==> config.mk <==
export PLATFORM = sky130hd
export DESIGN_NAME = adaptive_brightness_table
export DESIGN_NICKNAME = d
export VERILOG_FILES = /design/src/design/abt_pkg.sv /design/src/design/abt_table.sv /design/src/design/abt_alu.sv /design/src/design/adaptive_brightness_table.sv
export SDC_FILE = /design/constraint.sdc
export NUM_CORES = 1
export LEC_CHECK = 0
export BUFFER_PORTS_ARGS = -buffer_cell sky130_fd_sc_hd__clkbuf_2
export CAP_MARGIN = 20
export CORE_ASPECT_RATIO = 1.25
export CORE_UTILIZATION = 50
export CTS_CLUSTER_DIAMETER = 100
export DETAILED_ROUTE_END_ITERATION = 10
export PLACE_DENSITY = 0.67
export SYNTH_ARGS = -nofsm -noshare
export SYNTH_HDL_FRONTEND = slang
export SYNTH_SLANG_ARGS = --single-unit
==> constraint.sdc <==
create_clock -name clk -period 11.17 [get_ports clk]
set_input_delay 2.234 -clock clk [delete_from_list [all_inputs] [get_ports clk]]
set_output_delay 2.234 -clock clk [all_outputs]
set_load 0.005 [all_outputs]
==> src/design/abt_pkg.sv <==
// ----------------------------------------------------------------------------
// abt_pkg
// Shared types and constants of the adaptive brightness table.
// ----------------------------------------------------------------------------
package abt_pkg;

  localparam int TABLE_SIZE  = 16;
  localparam int IDX_W       = $clog2(TABLE_SIZE);
  localparam int LVL_W       = 8;
  localparam int PWM_W       = 7;
  localparam int SENS_W      = 10;
  localparam int ACC_W       = 14;
  localparam int CMD_W       = 3;

  localparam logic [IDX_W-1:0] LAST_IDX    = IDX_W'(TABLE_SIZE - 1);
  localparam logic [LVL_W-1:0] LVL_PWM     = 8'd100;
  localparam logic [LVL_W-1:0] LVL_BOOST   = 8'd34;
  localparam logic [LVL_W-1:0] LVL_MAX     = 8'd133;
  localparam logic [LVL_W-1:0] LVL_PWM_MAX = 8'd99;
  localparam logic [LVL_W-1:0] STEP_MIN    = 8'd1;
  localparam logic [LVL_W-1:0] STEP_MAX    = 8'd4;
  localparam logic [ACC_W-1:0] SENSOR_FULL = 14'd1023;
  localparam logic [ACC_W-1:0] SENS_SCALE  = ACC_W'(TABLE_SIZE - 2);

  localparam logic REG_AUTO  = 1'b0;
  localparam logic REG_BOOST = 1'b1;

  typedef enum logic [CMD_W-1:0] {
    CMD_SENSOR = 3'd0,
    CMD_INC    = 3'd1,
    CMD_DEC    = 3'd2,
    CMD_BOFF   = 3'd3,
    CMD_WRITE  = 3'd4,
    CMD_READ   = 3'd5
  } cmd_t;

  typedef enum logic [2:0] {
    ALU_DIV   = 3'd0,
    ALU_INC   = 3'd1,
    ALU_DEC   = 3'd2,
    ALU_DN    = 3'd3,
    ALU_UP    = 3'd4,
    ALU_MAP   = 3'd5,
    ALU_WRCAP = 3'd6
  } alu_op_t;

  typedef struct packed {
    alu_op_t          op;
    logic             boost_en;
    logic [ACC_W-1:0] a;
    logic [LVL_W-1:0] b;
  } alu_in_t;

  typedef struct packed {
    logic [ACC_W-1:0] res;
    logic             ge;
    logic             boost_set;
    logic             boost_val;
  } alu_out_t;

  typedef struct packed {
    logic             en;
    logic [IDX_W-1:0] addr;
    logic [LVL_W-1:0] data;
  } tbl_wr_t;

endpackage

==> src/design/abt_table.sv <==
// ----------------------------------------------------------------------------
// abt_table
// Level table: one write port, one registered read port, per-entry valid
// bits so that unwritten entries read as zero after reset.
// ----------------------------------------------------------------------------
module abt_table (
  input  logic                       clk,
  input  logic                       rst,
  input  abt_pkg::tbl_wr_t           wr,
  input  logic [abt_pkg::IDX_W-1:0]  raddr,
  output logic [abt_pkg::LVL_W-1:0]  rdata
);

  logic [abt_pkg::LVL_W-1:0]      mem [abt_pkg::TABLE_SIZE];
  logic [abt_pkg::TABLE_SIZE-1:0] valid;

  always_ff @(posedge clk) begin
    if (rst) begin
      valid <= '0;
    end else if (wr.en) begin
      valid[wr.addr] <= 1'b1;
    end
  end

  always_ff @(posedge clk) begin
    if (wr.en) begin
      mem[wr.addr] <= wr.data;
    end
    rdata <= valid[raddr] ? mem[raddr] : '0;
  end

endmodule

==> src/design/abt_alu.sv <==
// ----------------------------------------------------------------------------
// abt_alu
// Shared arithmetic unit: divide step, step up/down, neighbor clamps,
// write cap and drive level mapping.
// ----------------------------------------------------------------------------
module abt_alu (
  input  abt_pkg::alu_in_t  in,
  output abt_pkg::alu_out_t out
);

  logic [abt_pkg::LVL_W:0]   sum;
  logic [abt_pkg::LVL_W:0]   cap;
  logic [abt_pkg::LVL_W:0]   v9;
  logic [abt_pkg::LVL_W:0]   lo9;
  logic [abt_pkg::LVL_W:0]   hi9;
  logic [abt_pkg::LVL_W:0]   t9;
  logic signed [abt_pkg::LVL_W+1:0] vs;
  logic signed [abt_pkg::LVL_W+1:0] los;
  logic signed [abt_pkg::LVL_W+1:0] his;
  logic signed [abt_pkg::LVL_W+1:0] ts;

  always_comb begin
    out = '0;
    sum = {1'b0, in.b} + (abt_pkg::LVL_W+1)'(abt_pkg::STEP_MIN);
    cap = {1'b0, in.boost_en ? abt_pkg::LVL_MAX : abt_pkg::LVL_PWM_MAX};
    v9  = {1'b0, in.a[abt_pkg::LVL_W-1:0]};
    lo9 = {1'b0, in.b} + (abt_pkg::LVL_W+1)'(abt_pkg::STEP_MIN);
    hi9 = {1'b0, in.b} + (abt_pkg::LVL_W+1)'(abt_pkg::STEP_MAX);
    t9  = '0;
    vs  = signed'({2'b00, in.a[abt_pkg::LVL_W-1:0]});
    his = signed'({2'b00, in.b}) - signed'({2'b00, abt_pkg::STEP_MIN});
    los = signed'({2'b00, in.b}) - signed'({2'b00, abt_pkg::STEP_MAX});
    ts  = '0;
    case (in.op)
      abt_pkg::ALU_DIV: begin
        out.ge  = in.a >= abt_pkg::SENSOR_FULL;
        out.res = out.ge ? in.a - abt_pkg::SENSOR_FULL : in.a;
      end
      abt_pkg::ALU_INC: begin
        out.res = abt_pkg::ACC_W'((sum > cap) ? cap : sum);
      end
      abt_pkg::ALU_DEC: begin
        out.res = abt_pkg::ACC_W'((in.b != '0) ? in.b - abt_pkg::STEP_MIN : in.b);
      end
      abt_pkg::ALU_DN: begin
        t9 = (v9 < lo9) ? lo9 : v9;
        t9 = (t9 > hi9) ? hi9 : t9;
        t9 = (t9 > {1'b0, abt_pkg::LVL_MAX}) ? {1'b0, abt_pkg::LVL_MAX} : t9;
        out.res = abt_pkg::ACC_W'(t9);
      end
      abt_pkg::ALU_UP: begin
        ts = (vs > his) ? his : vs;
        ts = (ts < los) ? los : ts;
        ts = (ts < 0) ? '0 : ts;
        out.res = abt_pkg::ACC_W'(ts[abt_pkg::LVL_W-1:0]);
      end
      abt_pkg::ALU_MAP: begin
        if (in.boost_en) begin
          out.boost_set = 1'b1;
          if (in.b >= abt_pkg::LVL_PWM) begin
            out.boost_val = 1'b1;
            out.res       = abt_pkg::ACC_W'(in.b - abt_pkg::LVL_BOOST);
          end else begin
            out.res = abt_pkg::ACC_W'(in.b);
          end
        end else begin
          out.res = abt_pkg::ACC_W'((in.b >= abt_pkg::LVL_PWM) ? abt_pkg::LVL_PWM_MAX : in.b);
        end
      end
      abt_pkg::ALU_WRCAP: begin
        out.res = abt_pkg::ACC_W'((in.b > abt_pkg::LVL_MAX) ? abt_pkg::LVL_MAX : in.b);
      end
      default: begin
        out = '0;
      end
    endcase
  end

endmodule

==> src/design/adaptive_brightness_table.sv <==
// Takes one command word at a time and returns one result word for it; the
// block is busy from acceptance until the result is loaded into the output
// register. A sensor update in auto mode divides by repeated subtraction of
// 1023 in the shared unit, up to 14 subtractions and a final compare;
// increase and decrease in auto mode walk the other entries, entry 0 apart,
// through the single table read port, reading and then writing each entry
// in turn. The result register frees the input side while a result waits.
// Configuration writes are taken every cycle and should only be issued while
// the block is idle.
// ----------------------------------------------------------------------------
// adaptive_brightness_table
// Brightness level table indexed by ambient light, with step, reshape and
// boost mapping driven by a small sequencer around one shared unit.
// ----------------------------------------------------------------------------
module adaptive_brightness_table (
  input  logic        clk,
  input  logic        rst,
  input  logic        s_tvalid,
  output logic        s_tready,
  input  logic [23:0] s_tdata,   // sensor_value[9:0], entry_index[13:10], entry_value[21:14]
  input  logic [2:0]  s_tuser,   // cmd[2:0]
  output logic        m_tvalid,
  input  logic        m_tready,
  output logic [23:0] m_tdata,   // pwm_level[6:0], boost_on[7], current_entry[11:8], read_value[19:12]
  input  logic        cfg_valid,
  output logic        cfg_ready,
  input  logic        cfg_index,
  input  logic        cfg_data
);

  typedef enum logic [10:0] {
    S_IDLE   = 11'b000_0000_0001,
    S_DIV    = 11'b000_0000_0010,
    S_RD_ACT = 11'b000_0000_0100,
    S_STEP   = 11'b000_0000_1000,
    S_DN_RD  = 11'b000_0001_0000,
    S_DN_WR  = 11'b000_0010_0000,
    S_UP_RD  = 11'b000_0100_0000,
    S_UP_WR  = 11'b000_1000_0000,
    S_MAP    = 11'b001_0000_0000,
    S_RD_ENT = 11'b010_0000_0000,
    S_OUT    = 11'b100_0000_0000
  } state_t;

  state_t                       state;
  abt_pkg::cmd_t                cmd_r;
  logic [abt_pkg::ACC_W-1:0]    acc;
  logic [abt_pkg::IDX_W-1:0]    quo;
  logic [abt_pkg::IDX_W-1:0]    active;
  logic [abt_pkg::IDX_W-1:0]    idx;
  logic [abt_pkg::LVL_W-1:0]    nb;
  logic [abt_pkg::LVL_W-1:0]    cur;
  logic [abt_pkg::PWM_W-1:0]    pwm_r;
  logic [abt_pkg::LVL_W-1:0]    rd_r;
  logic                         boost_line;
  logic                         auto_en;
  logic                         boost_en;

  abt_pkg::cmd_t                in_cmd;
  logic [abt_pkg::SENS_W-1:0]   in_sens;
  logic [abt_pkg::IDX_W-1:0]    in_idx;
  logic [abt_pkg::LVL_W-1:0]    in_val;
  logic                         accept;

  abt_pkg::tbl_wr_t             tbl_wr;
  logic [abt_pkg::IDX_W-1:0]    tbl_raddr;
  logic [abt_pkg::LVL_W-1:0]    tbl_rdata;
  abt_pkg::alu_in_t             alu_in;
  abt_pkg::alu_out_t            alu_out;
  logic [abt_pkg::LVL_W-1:0]    alu_lvl;

  assign in_cmd    = abt_pkg::cmd_t'(s_tuser);
  assign in_sens   = s_tdata[9:0];
  assign in_idx    = s_tdata[13:10];
  assign in_val    = s_tdata[21:14];
  assign s_tready  = (state == S_IDLE);
  assign cfg_ready = 1'b1;
  assign accept    = s_tvalid && s_tready;
  assign alu_lvl   = alu_out.res[abt_pkg::LVL_W-1:0];

  abt_table u_table (
    .clk   (clk),
    .rst   (rst),
    .wr    (tbl_wr),
    .raddr (tbl_raddr),
    .rdata (tbl_rdata)
  );

  abt_alu u_alu (
    .in  (alu_in),
    .out (alu_out)
  );

  // shared unit operand select
  always_comb begin
    alu_in          = '0;
    alu_in.boost_en = boost_en;
    alu_in.op       = abt_pkg::ALU_WRCAP;
    case (state)
      S_IDLE: begin
        alu_in.op = abt_pkg::ALU_WRCAP;
        alu_in.b  = in_val;
      end
      S_DIV: begin
        alu_in.op = abt_pkg::ALU_DIV;
        alu_in.a  = acc;
      end
      S_STEP: begin
        alu_in.op = (cmd_r == abt_pkg::CMD_INC) ? abt_pkg::ALU_INC : abt_pkg::ALU_DEC;
        alu_in.b  = tbl_rdata;
      end
      S_DN_WR: begin
        alu_in.op = abt_pkg::ALU_DN;
        alu_in.a  = abt_pkg::ACC_W'(tbl_rdata);
        alu_in.b  = nb;
      end
      S_UP_WR: begin
        alu_in.op = abt_pkg::ALU_UP;
        alu_in.a  = abt_pkg::ACC_W'(tbl_rdata);
        alu_in.b  = nb;
      end
      S_MAP: begin
        alu_in.op = abt_pkg::ALU_MAP;
        alu_in.b  = (cmd_r == abt_pkg::CMD_SENSOR) ? tbl_rdata : cur;
      end
      default: begin
        alu_in.op = abt_pkg::ALU_WRCAP;
      end
    endcase
  end

  // table port select
  always_comb begin
    tbl_wr    = '0;
    tbl_raddr = active;
    case (state)
      S_IDLE: begin
        tbl_raddr   = in_idx;
        tbl_wr.en   = accept && (in_cmd == abt_pkg::CMD_WRITE);
        tbl_wr.addr = in_idx;
        tbl_wr.data = alu_lvl;
      end
      S_STEP: begin
        tbl_wr.en   = 1'b1;
        tbl_wr.addr = active;
        tbl_wr.data = alu_lvl;
      end
      S_DN_RD, S_UP_RD: begin
        tbl_raddr = idx;
      end
      S_DN_WR, S_UP_WR: begin
        tbl_wr.en   = 1'b1;
        tbl_wr.addr = idx;
        tbl_wr.data = alu_lvl;
      end
      default: begin
        tbl_raddr = active;
      end
    endcase
  end

  always_ff @(posedge clk) begin
    if (rst) begin
      state      <= S_IDLE;
      active     <= '0;
      boost_line <= 1'b0;
      auto_en    <= 1'b0;
      boost_en   <= 1'b0;
      m_tvalid   <= 1'b0;
    end else begin
      if (m_tvalid && m_tready && (state != S_OUT)) begin
        m_tvalid <= 1'b0;
      end
      case (state)
        S_IDLE: begin
          if (accept) begin
            cmd_r <= in_cmd;
            pwm_r <= '0;
            rd_r  <= '0;
            case (in_cmd)
              abt_pkg::CMD_SENSOR: begin
                if (auto_en) begin
                  acc   <= abt_pkg::ACC_W'(in_sens) * abt_pkg::SENS_SCALE;
                  quo   <= '0;
                  state <= S_DIV;
                end else begin
                  active <= '0;
                  state  <= S_RD_ACT;
                end
              end
              abt_pkg::CMD_INC, abt_pkg::CMD_DEC: begin
                state <= S_RD_ACT;
              end
              abt_pkg::CMD_BOFF: begin
                if (boost_en) begin
                  boost_line <= 1'b0;
                end
                state <= S_OUT;
              end
              abt_pkg::CMD_READ: begin
                state <= S_RD_ENT;
              end
              default: begin
                state <= S_OUT;
              end
            endcase
          end
        end
        S_DIV: begin
          if (alu_out.ge) begin
            acc <= alu_out.res;
            quo <= quo + 1'b1;
          end else begin
            if (auto_en) begin
              active <= quo + 1'b1;
            end
            state <= S_RD_ACT;
          end
        end
        S_RD_ACT: begin
          state <= (cmd_r == abt_pkg::CMD_SENSOR) ? S_MAP : S_STEP;
        end
        S_STEP: begin
          cur <= alu_lvl;
          nb  <= alu_lvl;
          if (!auto_en) begin
            state <= S_MAP;
          end else if (active >= abt_pkg::IDX_W'(2)) begin
            idx   <= active - 1'b1;
            state <= S_DN_RD;
          end else begin
            idx   <= active + 1'b1;
            state <= S_UP_RD;
          end
        end
        S_DN_RD: begin
          state <= S_DN_WR;
        end
        S_DN_WR: begin
          if (idx != abt_pkg::IDX_W'(1)) begin
            nb    <= alu_lvl;
            idx   <= idx - 1'b1;
            state <= S_DN_RD;
          end else if (active != abt_pkg::LAST_IDX) begin
            nb    <= cur;
            idx   <= active + 1'b1;
            state <= S_UP_RD;
          end else begin
            state <= S_MAP;
          end
        end
        S_UP_RD: begin
          state <= S_UP_WR;
        end
        S_UP_WR: begin
          nb <= alu_lvl;
          if (idx == abt_pkg::LAST_IDX) begin
            state <= S_MAP;
          end else begin
            idx   <= idx + 1'b1;
            state <= S_UP_RD;
          end
        end
        S_MAP: begin
          pwm_r <= alu_out.res[abt_pkg::PWM_W-1:0];
          if (alu_out.boost_set) begin
            boost_line <= alu_out.boost_val;
          end
          state <= S_OUT;
        end
        S_RD_ENT: begin
          rd_r  <= tbl_rdata;
          state <= S_OUT;
        end
        S_OUT: begin
          if (!m_tvalid || m_tready) begin
            m_tvalid <= 1'b1;
            m_tdata  <= {4'b0000, rd_r, active, boost_line, pwm_r};
            state    <= S_IDLE;
          end
        end
        default: begin
          state <= S_IDLE;
        end
      endcase
      // register writes
      if (cfg_valid && cfg_ready) begin
        case (cfg_index)
          abt_pkg::REG_AUTO: begin
            auto_en <= cfg_data;
            if (!cfg_data) begin
              active <= '0;
            end
          end
          abt_pkg::REG_BOOST: begin
            boost_en <= cfg_data;
            if (!cfg_data) begin
              boost_line <= 1'b0;
            end
          end
          default: begin
            auto_en <= auto_en;
          end
        endcase
      end
    end
  end

  a_manual_entry_zero: assert property (@(posedge clk) disable iff (rst)
    !auto_en |-> (active == '0))
    else $error("active entry nonzero in manual mode");

  a_boost_needs_enable: assert property (@(posedge clk) disable iff (rst)
    boost_line |-> boost_en)
    else $error("boost line high while boost disabled");

  a_busy_after_accept: assert property (@(posedge clk) disable iff (rst)
    accept |=> !s_tready)
    else $error("input ready right after accepting a word");

  a_pwm_in_range: assert property (@(posedge clk) disable iff (rst)
    m_tvalid |-> (m_tdata[6:0] <= abt_pkg::LVL_PWM_MAX[6:0]))
    else $error("drive level above range");

endmodule

## Yosys cells after proc, flatten, opt, wreduce, memory -nomap -nowiden

Memories as Yosys holds them, arrays and structs flattened. A register that Yosys moved wholly into a read port is not among the register bits.
Index checks and enable logic that the tools add are counted.

| storage, ports and cells | value |
|---|---|
| input bits | 34 |
| output and inout port bits | 27 |
| logic and storage cells | 203 |
| register bits | 111 |
| RAM bits | 128 |
| memories | 1 |

| operators by class | value |
|---|---|
| reductions and logical operators | 33 |
| equal/unequal tests | 36 |
| mux-type cells | 87 |
| add/subtract/negate cells | 12 |
| bitwise operators | 3 |
| multiply operators | 1 |
| order comparisons | 14 |

Memory list:

| name | depth | width | rd ports | clocked after Yosys merged registers in | write ports | line | source |
|---|---|---|---|---|---|---|---|
| u_table.mem | 16 | 8 | 1 | 1 | 1 | abt_table.sv:14 | `logic [abt_pkg::LVL_W-1:0] mem [abt_pkg::TABLE_SIZE];` |

Operators with widths:

| cell | count |
|---|---|
| two-way mux 14 bit | 8 |
| one-hot mux 11 bit (10 select lines) | 1 |
| one-hot mux 14 bit (7 select lines) | 1 |
| two-way mux 9 bit | 9 |
| two-way mux 4 bit | 17 |
| two-way mux 8 bit | 8 |
| one-hot mux 14 bit (2 select lines) | 2 |
| one-hot mux 13 bit (3 select lines) | 1 |
| two-way mux 11 bit | 3 |
| one-hot mux 11 bit (3 select lines) | 1 |
| one-hot mux 8 bit (2 select lines) | 2 |
| one-hot mux 8 bit (4 select lines) | 1 |
| one-hot mux 4 bit (2 select lines) | 3 |
| two-way mux 10 bit | 2 |
| AND reduction 3 bit | 6 |
| subtractor 8 x 1 -> 9 bit, second input constant | 2 |
| two-way mux 1 bit | 16 |
| OR 16 bit | 1 |
| == test 3 bit, second input constant | 5 |
| one-hot mux 3 bit (5 select lines) | 1 |
| >= comparator 14 x 10 -> 1 bit, second input constant | 1 |
| two-way mux 7 bit | 2 |
| one-hot mux 7 bit (2 select lines) | 1 |
| subtractor 14 x 10 -> 14 bit, second input constant | 1 |
| other kinds (57) | 91 |

## Longest topological paths before layout

Gate-level depths: netlist of the first run.

| logic depth | value |
|---|---|
| depth in word-level cells | 17 |
| gate-level depth with buffers | 38 |

## Modules after synthesis

From an unflattened synthesis of the first run, not the netlist that was laid out.

| unflattened totals | value |
|---|---|
| cell total of the unflattened synthesis | 1,255 |
| area total of the unflattened synthesis | 14,268.7 um^2 |

Modules (own cells, without submodules):

| module | cells each | area each (um^2) | instances |
|---|---|---|---|
| abt_table | 287 | 5,647.9 | 1 |
| adaptive_brightness_table | 504 | 5,403.9 | 1 |
| abt_alu | 464 | 3,216.8 | 1 |

## Worst setup path before layout of the first run

OpenSTA, ideal clock, no wires.

| timing path | value |
|---|---|
| path kind | input-to-reg |
| start point | input s_tdata[16] |
| end point | memory u_table.mem[0][5] (netlist name), data pin |
| data arrival time | 8,775 ps |
| library setup time | 346 ps |
| required time | 10,824 ps |
| stages on the path | 30 |
| slack | 2,049 ps |
| path through | a22oi_1 -> o22ai_1 -> a22oi_1 -> clkbuf_1 -> ha_1 -> buf_1 -> a21boi_0 -> xnor2_1 -> ha_1 -> nor2b_1 -> o21ai_0 -> nand2b_1 -> a21o_1 -> a21oi_1 -> or2_2 -> ha_1 -> or4_1 -> o22ai_2 -> buf_2 -> nor2_1 -> a21oi_1 -> ha_1 -> a211oi_1 -> o21ai_0 -> a2111o_1 -> o2bb2ai_1 -> a311o_1 -> a21boi_1 -> a2111oi_1 -> a21oi_1 |

RTL lines:

| item | line | source |
|---|---|---|
| start: declaration | adaptive_brightness_table.sv:20 | `input logic [23:0] s_tdata,` |
| end: declaration | abt_table.sv:14 |  |

==> impl_metrics.env, run 1 <==
export IMPL_cp_depth=33
export IMPL_yosysWarnings=0
export IMPL_synth_cell_types=98
export IMPL_core_area_mm2=0.0293
export IMPL_crit_family="compound AO/OA/AOI/OAI gates"
export IMPL_grt_pass1_vias=11784
export IMPL_max_slew_margin_pct=24.4
export IMPL_arrival_ns=10.01
export IMPL_holdCritStartpoint="pwm_r[2]"
export IMPL_drtIter0Drc=1229
export IMPL_min_period_over_period_pct=87.9
export IMPL_crit_fanout=16
export IMPL_worstPathRequired_ns=11.35
export IMPL_netlist_instances=1537
export IMPL_crit_path_start_kind="input pin"
export IMPL_portBuffers=53
export IMPL_drt_wl_total_mm=46.3
export IMPL_p_seq_share_pct=38.9
export IMPL_net_switching_power_mw=0.968
export IMPL_status="finished clean"
export IMPL_ant_nets=0
export IMPL_hold_viol_final=0
export IMPL_setup_tns_ns=0
export IMPL_post_cts_buffers=0
export IMPL_finalClockSkew_ns=0.0283
export IMPL_core_rowCount=70
export IMPL_cts_buffers=24
export IMPL_timing_rr_start="state[3]"
export IMPL_syn_area_mm2=0.0149
export IMPL_postPlaceCellArea_mm2=0.0158
export IMPL_async_reset_ff_share_pct=0
export IMPL_hold_end="m_tdata[2]"
export IMPL_reg2regPathDepth=33
export IMPL_synth_edf_count=204
export IMPL_die_area_mm2=0.0306
export IMPL_root_buffer="clkbuf_16"
export IMPL_syn_to_final_growth_pct=11.4
export IMPL_max_cap_viol_count=0
export IMPL_grt_antenna_before_repair=0
export IMPL_n_fill_cell=2560
export IMPL_fin_nets=1707
export IMPL_n_antenna_cell=0
export IMPL_p_int_mw=1.85
export IMPL_syn_avg_cell_area_um2=9.72
export IMPL_cts_sinks=247
export IMPL_gr_total_overflow=0
export IMPL_critical_path_max_stage_delay_ns=0.75
export IMPL_place_ws_ns=1.05
export IMPL_stdcell_area_mm2=0.0167
export IMPL_gp_congestion=1.11
export IMPL_worst_pin_slew_ns=1.13
export IMPL_drc=0
export IMPL_hold_path_class="reg2reg"
export IMPL_die_width_um=157
export IMPL_avgViaCountPerCell=6.25
export IMPL_multi_input_area_mm2=0.00747
export IMPL_finalMaxSlewViolations=0
export IMPL_layout_setup_ws_ns=1.35
export IMPL_fin_crit_ns=9.82
export IMPL_power_density_mw_per_mm2=169
export IMPL_drive_above_1_share_pct=11.4
export IMPL_grt_pass1_wl_mm=70.2
export IMPL_postCtsHoldBufs=0
export IMPL_synth_flop_cell="edfxtp_1"
export IMPL_fmax_mhz=102
export IMPL_cts_resized=0
export IMPL_path_buf_inv=2
export IMPL_first_pass_iters=6
export IMPL_vias=12545
export IMPL_start_util_pct=50.9
export IMPL_pwr_share_clk_pct=30.1
export IMPL_leakage_nw=6.27
export IMPL_htree_levels=1
export IMPL_cts_tree="built"
export IMPL_worstHoldPathCells=0
export IMPL_seqCellArea_mm2=0.00699
export IMPL_finalSetupViolations=0
export IMPL_ioPinCount=61
export IMPL_insertion_delay_ns=0.55
export IMPL_worst_ir_drop_vdd_v=0.000185
export IMPL_grt_max_degree=68
export IMPL_synth_seq_cells=247
export IMPL_hpwl_mm=34.4
export IMPL_power_frac_comb_pct=31.0
export IMPL_grt_usage_pct=30.7
export IMPL_clk_path_buf_depth=3
export IMPL_worstSetupEndpointType="flop"
export IMPL_rsz0062_at_grt="no"
export IMPL_cp_slowest_cell="nor2_1"
export IMPL_seq_area_frac_synth_pct=46.8
export IMPL_path_common_cell="ha_1"
export IMPL_r2r_slack_ns=1.78
export IMPL_sw_frac_of_total_pct=34.4
export IMPL_cts_clk_slew_worst_paths_ns=0.07
export IMPL_worstSetupPathType="in2reg"
export IMPL_wl_per_cell_um=23.1
export IMPL_reg2reg_to="u_table.mem[3][4]"
export IMPL_fp_dieH_um=195
-- cell families after synthesis --
kind of cell / after synthesis / share of synthesized area, %
multiplexers: 20 / 1.36
buffers and inverters: 132 / 3.68
AND/OR/NAND/NOR: 652 / 21.2
AO/OA/AOI/OAI: 360 / 17.2
flip-flops: 247 / 46.8
other: 2 / 0.0503
XOR/XNOR: 45 / 2.64
adder cells (fa/ha/maj): 79 / 7.12
-- through the flow --
stage	hold slack, ns	power (mW)	std cells	utilization, %
3_5_place_dp	0.405	1.97	1961	53.9
2_1_floorplan	0.400	1.66	1540	-
3_3_place_gp	0.401	1.96	1960	53.8
6_report	0.420	2.82	2008	56.8
4_1_cts	0.420	2.81	2005	56.7
5_1_grt	0.427	2.93	2008	56.8
-- cells in the mapped netlist (8+ instances only) --
cell        n  area (um^2)
and3_1     25          156
a211oi_1   18          135
and2_1     27          169
buf_2      17         85.1
a31oi_1    29          181
nor2b_1    13         81.3
nand2_1   230          863
a21o_1     20          150
nor4_1     10         62.6
nor2_1    154          578
fa_1       10          200
inv_1      43          161
a21oi_1    73          365
xnor2_1    34          298
o211ai_1   12         90.1
a311oi_1   28          245
o21a_1      8         60.1
a22oi_1    14          105
or3_1      12         75.1
xor2_1     11         96.3
edfxtp_1  204         6130
o21ai_0    50          250
nand4_1    21          131
nor3_1     31          155
nand2b_1   12         75.1
nand3_1    61          305
dfxtp_1    43          861
o21ai_1     9         45.0
clkbuf_1   56          210
nand3b_1    8         60.1
o22ai_1     9         56.3
mux2i_1    18          180
ha_1       69          863
-- sequential cells by signal (all words and copies together) (netlist names), 7 cells and up --
name,count
state,11
acc,14
pwm_r,7
nb,8
cur,8
m_tdata,20
u_table.rdata,8
u_table.mem,128
rd_r,8
u_table.valid,16
-- power groups by stage --
stage	clock (mW)	combinational, mW	sequential, mW
detailed placement	0	0.854	1.11
floorplan	0	0.573	1.09
finish	0.847	0.874	1.10
global placement	0	0.848	1.11
CTS	0.861	0.858	1.09
global route	0.889	0.948	1.09
-- per-layer routing --
layer / vias to the layer above / GRT usage, % / wire length (um) / part of all wire, %
met1: 5967 / 38.7 / 18300 / 39
met3: 157 / 3.02 / 2940 / 6.4
met2: 570 / 50.9 / 21900 / 47
met4: 0 / 18.9 / 3190 / 6.9
met5: - / 0 / 0 / 0
li1: 5851 / - / - / -
-- how the worst max path moves through the flow --
stage	start	to	slack, ns
floorplan	s_tdata[16]	u_table.mem[0][5]	2.05
global placement	s_tdata[15]	u_table.mem[3][4]	1.0
detailed placement	s_tdata[15]	u_table.mem[3][4]	1.05
CTS	s_tdata[15]	u_table.mem[9][4]	1.54
global route	s_tdata[15]	u_table.mem[12][4]	0.93
finish	s_tdata[15]	u_table.mem[3][4]	1.35
-- worst reg2reg max path, delay by kind of cell, from the launching register on --
family,cells,cell delay [ns]
buffers and inverters,1,0.23
AOI/OAI and AO/OA,15,3.36
and+or+nand+nor,12,3.41
xor gates and xnor gates,1,0.42
DFF,1,0.55
adders and majority gates,4,1.06
-- final cells by class --
class / instances / area share, %
Timing Repair Buffer: 109 / 4.13
Sequential cell: 247 / 42.0
Multi-Input combinational cell: 1161 / 44.9
Clock buffer: 27 / 3.67
Tap cell: 396 / 2.98
Inverter: 51 / 1.15
Clock inverter: 17 / 1.25
-- cells in the final DEF (no fill, tap or decap), types with 27 or more instances in the layout --
cell and instances:
a21oi_1 73, a311oi_1 28, a31oi_1 29, and2_1 27, buf_4 52, clkbuf_2 54, dfxtp_1 43, edfxtp_1 204
ha_1 69, inv_1 43, nand2_1 230, nand3_1 61, nor2_1 154, nor3_1 29, o21ai_0 50, xnor2_1 34
Power figures use the tool's default switching activity.
==> run 2: changes to the inputs <==
--- a/config.mk
+++ b/config.mk
@@ -8,10 +8,9 @@
 export BUFFER_PORTS_ARGS = -buffer_cell sky130_fd_sc_hd__clkbuf_2
 export CAP_MARGIN = 20
 export CORE_ASPECT_RATIO = 1.25
-export CORE_UTILIZATION = 50
+export CORE_UTILIZATION = 30
 export CTS_CLUSTER_DIAMETER = 100
 export DETAILED_ROUTE_END_ITERATION = 10
-export PLACE_DENSITY = 0.67
 export SYNTH_ARGS = -nofsm -noshare
 export SYNTH_HDL_FRONTEND = slang
 export SYNTH_SLANG_ARGS = --single-unit
==> run 2 against run 1 <==
  * Sequential power about the same
  * Combinational power about the same
  * Critical path depth down 3
  * Critical path type unchanged
  * Highest routed layer unchanged
==> impl_metrics.env, run 2 (synthesis gave the netlist of run 1 again) <==
export IMPL_arrival_ns=10.24
export IMPL_reg_largest_list="u_table.mem (128), m_tdata (20), u_table.valid (16)"
export IMPL_worstPathRequired_ns=11.38
export IMPL_leakage_nw=6.30
export IMPL_drive_above_1_share_pct=11.9
export IMPL_reg2regPathDepth=30
export IMPL_crit_fanout=16
export IMPL_grt_pass1_vias=12278
export IMPL_clk_path_buf_depth=3
export IMPL_worst_ir_drop_vdd_v=0.000126
export IMPL_ioPinCount=61
export IMPL_finalSetupViolations=0
export IMPL_fin_crit_ns=10.03
export IMPL_drtIter0Drc=1327
export IMPL_timing_rr_start="cmd_r[2]"
export IMPL_reg2reg_to="u_table.mem[13][4]"
export IMPL_hold_path_class="reg2reg"
export IMPL_die_width_um=202
export IMPL_layout_setup_ws_ns=1.14
export IMPL_ant_nets=0
export IMPL_core_area_mm2=0.0493
export IMPL_pwr_share_clk_pct=29.5
export IMPL_first_pass_iters=6
export IMPL_path_common_cell="ha_1"
export IMPL_wl_per_cell_um=21.7
export IMPL_grt_max_degree=68
export IMPL_min_period_over_period_pct=89.8
export IMPL_worst_pin_slew_ns=1.16
export IMPL_crit_path_start_kind="input pin"
export IMPL_syn_to_final_growth_pct=13.9
export IMPL_n_antenna_cell=0
export IMPL_hpwl_mm=36.3
export IMPL_gr_total_overflow=0
export IMPL_max_slew_margin_pct=22.2
export IMPL_power_frac_comb_pct=31.2
export IMPL_fmax_mhz=99.7
export IMPL_die_area_mm2=0.0507
export IMPL_finalClockSkew_ns=0.0155
export IMPL_sw_frac_of_total_pct=35.1
export IMPL_largest_reg_flops=128
export IMPL_avgViaCountPerCell=5.52
export IMPL_crit_start="s_tdata[16]"
export IMPL_htree_levels=1
export IMPL_portBuffers=53
export IMPL_drt_wl_total_mm=49.3
export IMPL_status="finished clean"
export IMPL_cts_resized=0
export IMPL_root_buffer="clkbuf_16"
export IMPL_place_ws_ns=0.751
export IMPL_cp_slowest_cell="nor2_1"
export IMPL_worstSetupEndpointType="flop"
export IMPL_grt_antenna_before_repair=0
export IMPL_p_seq_share_pct=39.3
export IMPL_finalMaxSlewViolations=0
export IMPL_vias=12554
export IMPL_start_util_pct=30.3
export IMPL_cts_buffers=27
export IMPL_mostFrequentLayoutCells="nand2_1, edfxtp_1, nor2_1, a21oi_1, ha_1"
export IMPL_net_switching_power_mw=0.980
export IMPL_grt_pass1_wl_mm=74.2
export IMPL_drc=0
export IMPL_final_common_cell="nand2_1"
export IMPL_cts_clk_slew_worst_paths_ns=0.06
export IMPL_grt_usage_pct=19.1
export IMPL_endpoint="u_table.mem[13][4]"
export IMPL_insertion_delay_ns=0.55
export IMPL_postCtsHoldBufs=0
export IMPL_r2r_slack_ns=1.83
export IMPL_power_mw=2.79
export IMPL_rsz0062_at_grt="no"
export IMPL_post_cts_buffers=0
export IMPL_core_rowCount=91
export IMPL_cts_tree="built"
export IMPL_fin_nets=1717
export IMPL_setup_tns_ns=0
export IMPL_finalCoreUtilization_pct=34.5
export IMPL_largest_register="u_table.mem"
export IMPL_power_density_mw_per_mm2=164
export IMPL_p_int_mw=1.81
export IMPL_cts_sinks=247
export IMPL_fp_dieH_um=252
export IMPL_critical_path_max_stage_delay_ns=0.80
export IMPL_hold_viol_final=0
export IMPL_max_cap_viol_count=0
export IMPL_whs_ns=0.418
export IMPL_worstSetupPathType="in2reg"
export IMPL_gp_congestion=1.03
[run 2: power groups by stage]
stage	logic (mW)	registers, mW	clock network (mW)
after floorplan	0.573	1.09	0
after global placement	0.847	1.12	0
after detailed placement	0.854	1.12	0
after CTS	0.860	1.10	0.841
after global routing	0.948	1.10	0.874
final	0.871	1.10	0.824
[run 2: layer usage]
metal  up-vias  share of wire, %  wire length [um]  track usage [%]
li1       5859                 -                 -                -
met1      6106                39             19100             22.1
met2       452                50             24600             33.7
met3       137               5.5              2690             2.38
met4         0               5.7              2830             11.0
met5         -                 0                 0                0
[run 2: how the worst min path moves through the flow]
stage / slack, ns / start / end / cells after the start
final: 0.42 / pwm_r[6] / m_tdata[6] / 0
after global placement: 0.40 / pwm_r[0] / m_tdata[0] / 0
after detailed placement: 0.41 / pwm_r[6] / m_tdata[6] / 0
after floorplan: 0.40 / pwm_r[0] / m_tdata[0] / 0
after global routing: 0.42 / pwm_r[4] / m_tdata[4] / 0
after CTS: 0.41 / pwm_r[2] / m_tdata[2] / 0
[run 2: layout make-up]
class | instances | area, um^2
clock buffers | 36 | 719
fillers | 4983 | 32300
multi-input cells | 1161 | 7470
clock inverters | 13 | 78.8
repair buffers | 116 | 757
flip-flops and latches | 247 | 6990
inverters | 51 | 191
well taps | 651 | 815
[run 2: worst max-delay path: cells and delay by family]
kind	cells	cell delay [ns]
fa+ha+maj	4	1.34
simple gates	7	2.12
compound gates	15	3.73
buf+inv	3	0.39
xor+xnor	1	0.41
[run 2: stage by stage]
| stage | cell area, um^2 | instances |
|---|---|---|
| global placement | 16100 | 2216 |
| CTS | 16900 | 2268 |
| finish | 17000 | 2275 |
| floorplan | 15000 | 1540 |
| detailed placement | 16100 | 2219 |
| global route | 17000 | 2275 |
==> run 3: changes to the inputs <==
--- a/config.mk
+++ b/config.mk
@@ -5,6 +5,7 @@
 export SDC_FILE = /design/constraint.sdc
 export NUM_CORES = 1
 export LEC_CHECK = 0
+export ABC_AREA = 1
 export BUFFER_PORTS_ARGS = -buffer_cell sky130_fd_sc_hd__clkbuf_2
 export CAP_MARGIN = 20
 export CORE_ASPECT_RATIO = 1.25
==> constraint.sdc (replaced) <==
create_clock -name clk -period 11.17 [get_ports clk]
set_input_delay 1.6755 -clock clk [delete_from_list [all_inputs] [get_ports clk]]
set_output_delay 1.6755 -clock clk [all_outputs]
set_load 0.005 [all_outputs]
==> run 3 against run 2 <==
  * Final cell count up 8.7%
  * Via count down 4.1%
  * Critical path depth up 18
  * Synthesized cell count up 14%
  * Core utilization down 0.56 points
  * Critical endpoint is now u_table.mem[10][1]
==> impl_metrics.env, run 3 <==
export IMPL_final_cells=2473
export IMPL_yosysWarnings=0
export IMPL_whs_ns=0.418
export IMPL_layout_setup_ws_ns=2.73
export IMPL_syn_area_mm2=0.0150
export IMPL_ant_nets=0
export IMPL_finalCoreUtilization_pct=34.0
export IMPL_place_ws_ns=2.47
export IMPL_sw_frac_of_total_pct=38.9
export IMPL_fmax_mhz=119
export IMPL_ioPinCount=61
export IMPL_die_width_um=202
export IMPL_leakage_nw=7.20
export IMPL_power_frac_comb_pct=36.3
export IMPL_reg2regPathDepth=48
export IMPL_fin_crit_ns=8.44
export IMPL_mostFrequentLayoutCells="nand2_1, inv_1, edfxtp_1, nor2_1, o21ai_0"
export IMPL_synth_cell_types=68
export IMPL_avgViaCountPerCell=4.87
export IMPL_n_antenna_cell=0
export IMPL_hold_path_class="reg2reg"
export IMPL_worst_ir_drop_vdd_v=0.0000900
export IMPL_finalMaxSlewViolations=0
export IMPL_postPlaceCellArea_mm2=0.0159
export IMPL_clk_path_buf_depth=3
export IMPL_final_common_cell="nand2_1"
export IMPL_finalSetupViolations=0
export IMPL_largest_reg_flops=128
export IMPL_wl_per_cell_um=17.4
export IMPL_power_mw=3.07
export IMPL_die_area_mm2=0.0510
export IMPL_seq_area_frac_synth_pct=46.5
export IMPL_gr_total_overflow=0
export IMPL_cts_resized=0
export IMPL_drtIter0Drc=871
export IMPL_cts_sinks=247
export IMPL_timing_rr_start="state[1]"
export IMPL_netlist_instances=1757
export IMPL_grt_usage_pct=16.7
export IMPL_portBuffers=53
export IMPL_reg2reg_to="u_table.mem[10][1]"
export IMPL_worstHoldPathCells=0
export IMPL_vias=12041
export IMPL_largest_register="u_table.mem"
export IMPL_drt_wl_total_mm=43.0
export IMPL_hold_viol_final=0
export IMPL_min_period_over_period_pct=75.5
export IMPL_synth_area_top_cells="edfxtp_1, nand2_1, inv_1"
export IMPL_path_common_cell="nand2_1"
export IMPL_core_area_mm2=0.0494
export IMPL_crit_start="state[1]"
export IMPL_grt_max_degree=103
export IMPL_start_util_pct=30.4
export IMPL_max_slew_margin_pct=27.1
export IMPL_synth_top_area_share_pct=40.8
export IMPL_synth_edf_count=204
export IMPL_post_place_cells=2422
export IMPL_htree_levels=1
export IMPL_stdcell_area_mm2=0.0168
export IMPL_crit_path_start_kind="flop"
export IMPL_post_cts_buffers=0
export IMPL_status="finished clean"
export IMPL_syn_avg_cell_area_um2=8.55
export IMPL_cts_clk_slew_worst_paths_ns=0.06
export IMPL_grt_antenna_before_repair=0
export IMPL_postCtsHoldBufs=0
export IMPL_cp_slowest_cell="nor2_1"
export IMPL_critical_path_max_stage_delay_ns=0.73
export IMPL_drive_above_1_share_pct=11.5
export IMPL_drc=0
export IMPL_hold_end="m_tdata[19]"
export IMPL_net_switching_power_mw=1.20
export IMPL_finalClockSkew_ns=0.00947
export IMPL_fp_dieH_um=252
export IMPL_insertion_delay_ns=0.54
export IMPL_cts_buffers=26
export IMPL_rsz0062_at_grt="no"
export IMPL_first_pass_iters=6
export IMPL_worstSetupEndpointType="flop"
export IMPL_reg_largest_list="u_table.mem (128), m_tdata (20), u_table.valid (16)"
export IMPL_worstPathRequired_ns=11.37
export IMPL_grt_pass1_vias=11502
export IMPL_yosysTopAreaCell="edfxtp_1"
export IMPL_p_int_mw=1.88
export IMPL_p_seq_share_pct=36.5
export IMPL_cts_tree="built"
export IMPL_synth_commonest_cells="nand2_1, inv_1, edfxtp_1, nor2_1, o21ai_0"
export IMPL_fin_nets=1915
export IMPL_crit_fanout=16
export IMPL_core_rowCount=91
export IMPL_hpwl_mm=33.5
export IMPL_worstSetupPathType="reg2reg"
export IMPL_holdCritStartpoint="rd_r[7]"
export IMPL_arrival_ns=8.64
export IMPL_synth_seq_cells=247
export IMPL_pwr_share_clk_pct=27.2
export IMPL_syn_to_final_growth_pct=11.7
export IMPL_power_density_mw_per_mm2=183
export IMPL_setup_tns_ns=0
export IMPL_gp_congestion=0.960
export IMPL_root_buffer="clkbuf_16"
export IMPL_r2r_slack_ns=2.73
export IMPL_grt_pass1_wl_mm=65.6
export IMPL_synth_flop_cell="edfxtp_1"
export IMPL_async_reset_ff_share_pct=0
export IMPL_max_cap_viol_count=0
export IMPL_yosysMostFrequentCell="nand2_1"
export IMPL_worst_pin_slew_ns=1.09
## run 3: cell types whose count changed in the layout (fill, tap and decap cells not counted), sizes merged, moves of 24 or more
cell    before  now
inv         53  272
nand2      230  368
o21ai       59  151
nand3       61  133
buf         62   10
nor2       154  190
and2        30    0
a311oi      28    0
xnor2       34    6
a31oi       29    2
and3        25    1
## run 3: critical path: cells and delay by family, from the launching register on
family	cells	cell delay [ns]
adder cells (fa/ha/maj)	3	0.94
AND/OR/NAND/NOR	30	4.39
AO/OA/AOI/OAI	5	0.70
buffers and inverters	9	1.21
XOR/XNOR	1	0.49
flip-flops	1	0.35
## run 3: area by class of cell
class	count	area [um^2]
Tap cell	651	815
Sequential cell	247	6990
Clock inverter	13	119
Timing Repair Buffer	63	340
Fill cell	5172	32600
Multi-Input combinational cell	1189	6780
Inverter	275	1040
Clock buffer	35	706
## run 3: worst max-delay path by stage
stage | to | depth (start not counted)
after floorplan | u_table.mem[0][3] | 30
after global placement | u_table.mem[3][5] | 30
after detailed placement | u_table.mem[3][7] | 30
after CTS | u_table.mem[10][1] | 48
after global routing | u_table.mem[10][1] | 48
final | u_table.mem[10][1] | 48
## run 3: kinds of logic (layout without fill, tap and decap cells)
logic type / count (synthesis) / count (layout) / synth area share [%]
and+or+nand+nor: 746 / 746 / 22.7
buffers and inverters: 324 / 386 / 8.61
AOI/OAI and AO/OA: 311 / 311 / 12.1
DFF: 247 / 247 / 46.5
adders and majority gates: 79 / 79 / 7.08
xor gates and xnor gates: 31 / 31 / 1.86
muxes: 17 / 17 / 1.13
other: 2 / 5 / 0.0500
## run 3: power groups by stage
stage               registers [mW]  clock network (mW)  logic [mW]
floorplan                     1.12                   0       0.786
global placement              1.14                   0        1.08
detailed placement            1.14                   0        1.10
CTS                           1.12               0.854        1.10
global route                  1.12               0.885        1.25
finish                        1.12               0.834        1.11
## run 3: routing by layer
layer / wire, um / track usage (%) / share of wire (%)
met5: 0 / 0 / 0
met4: 1820 / 7.54 / 4.2
met3: 1550 / 1.61 / 3.6
met2: 22400 / 31.5 / 52
met1: 17200 / 18.9 / 40
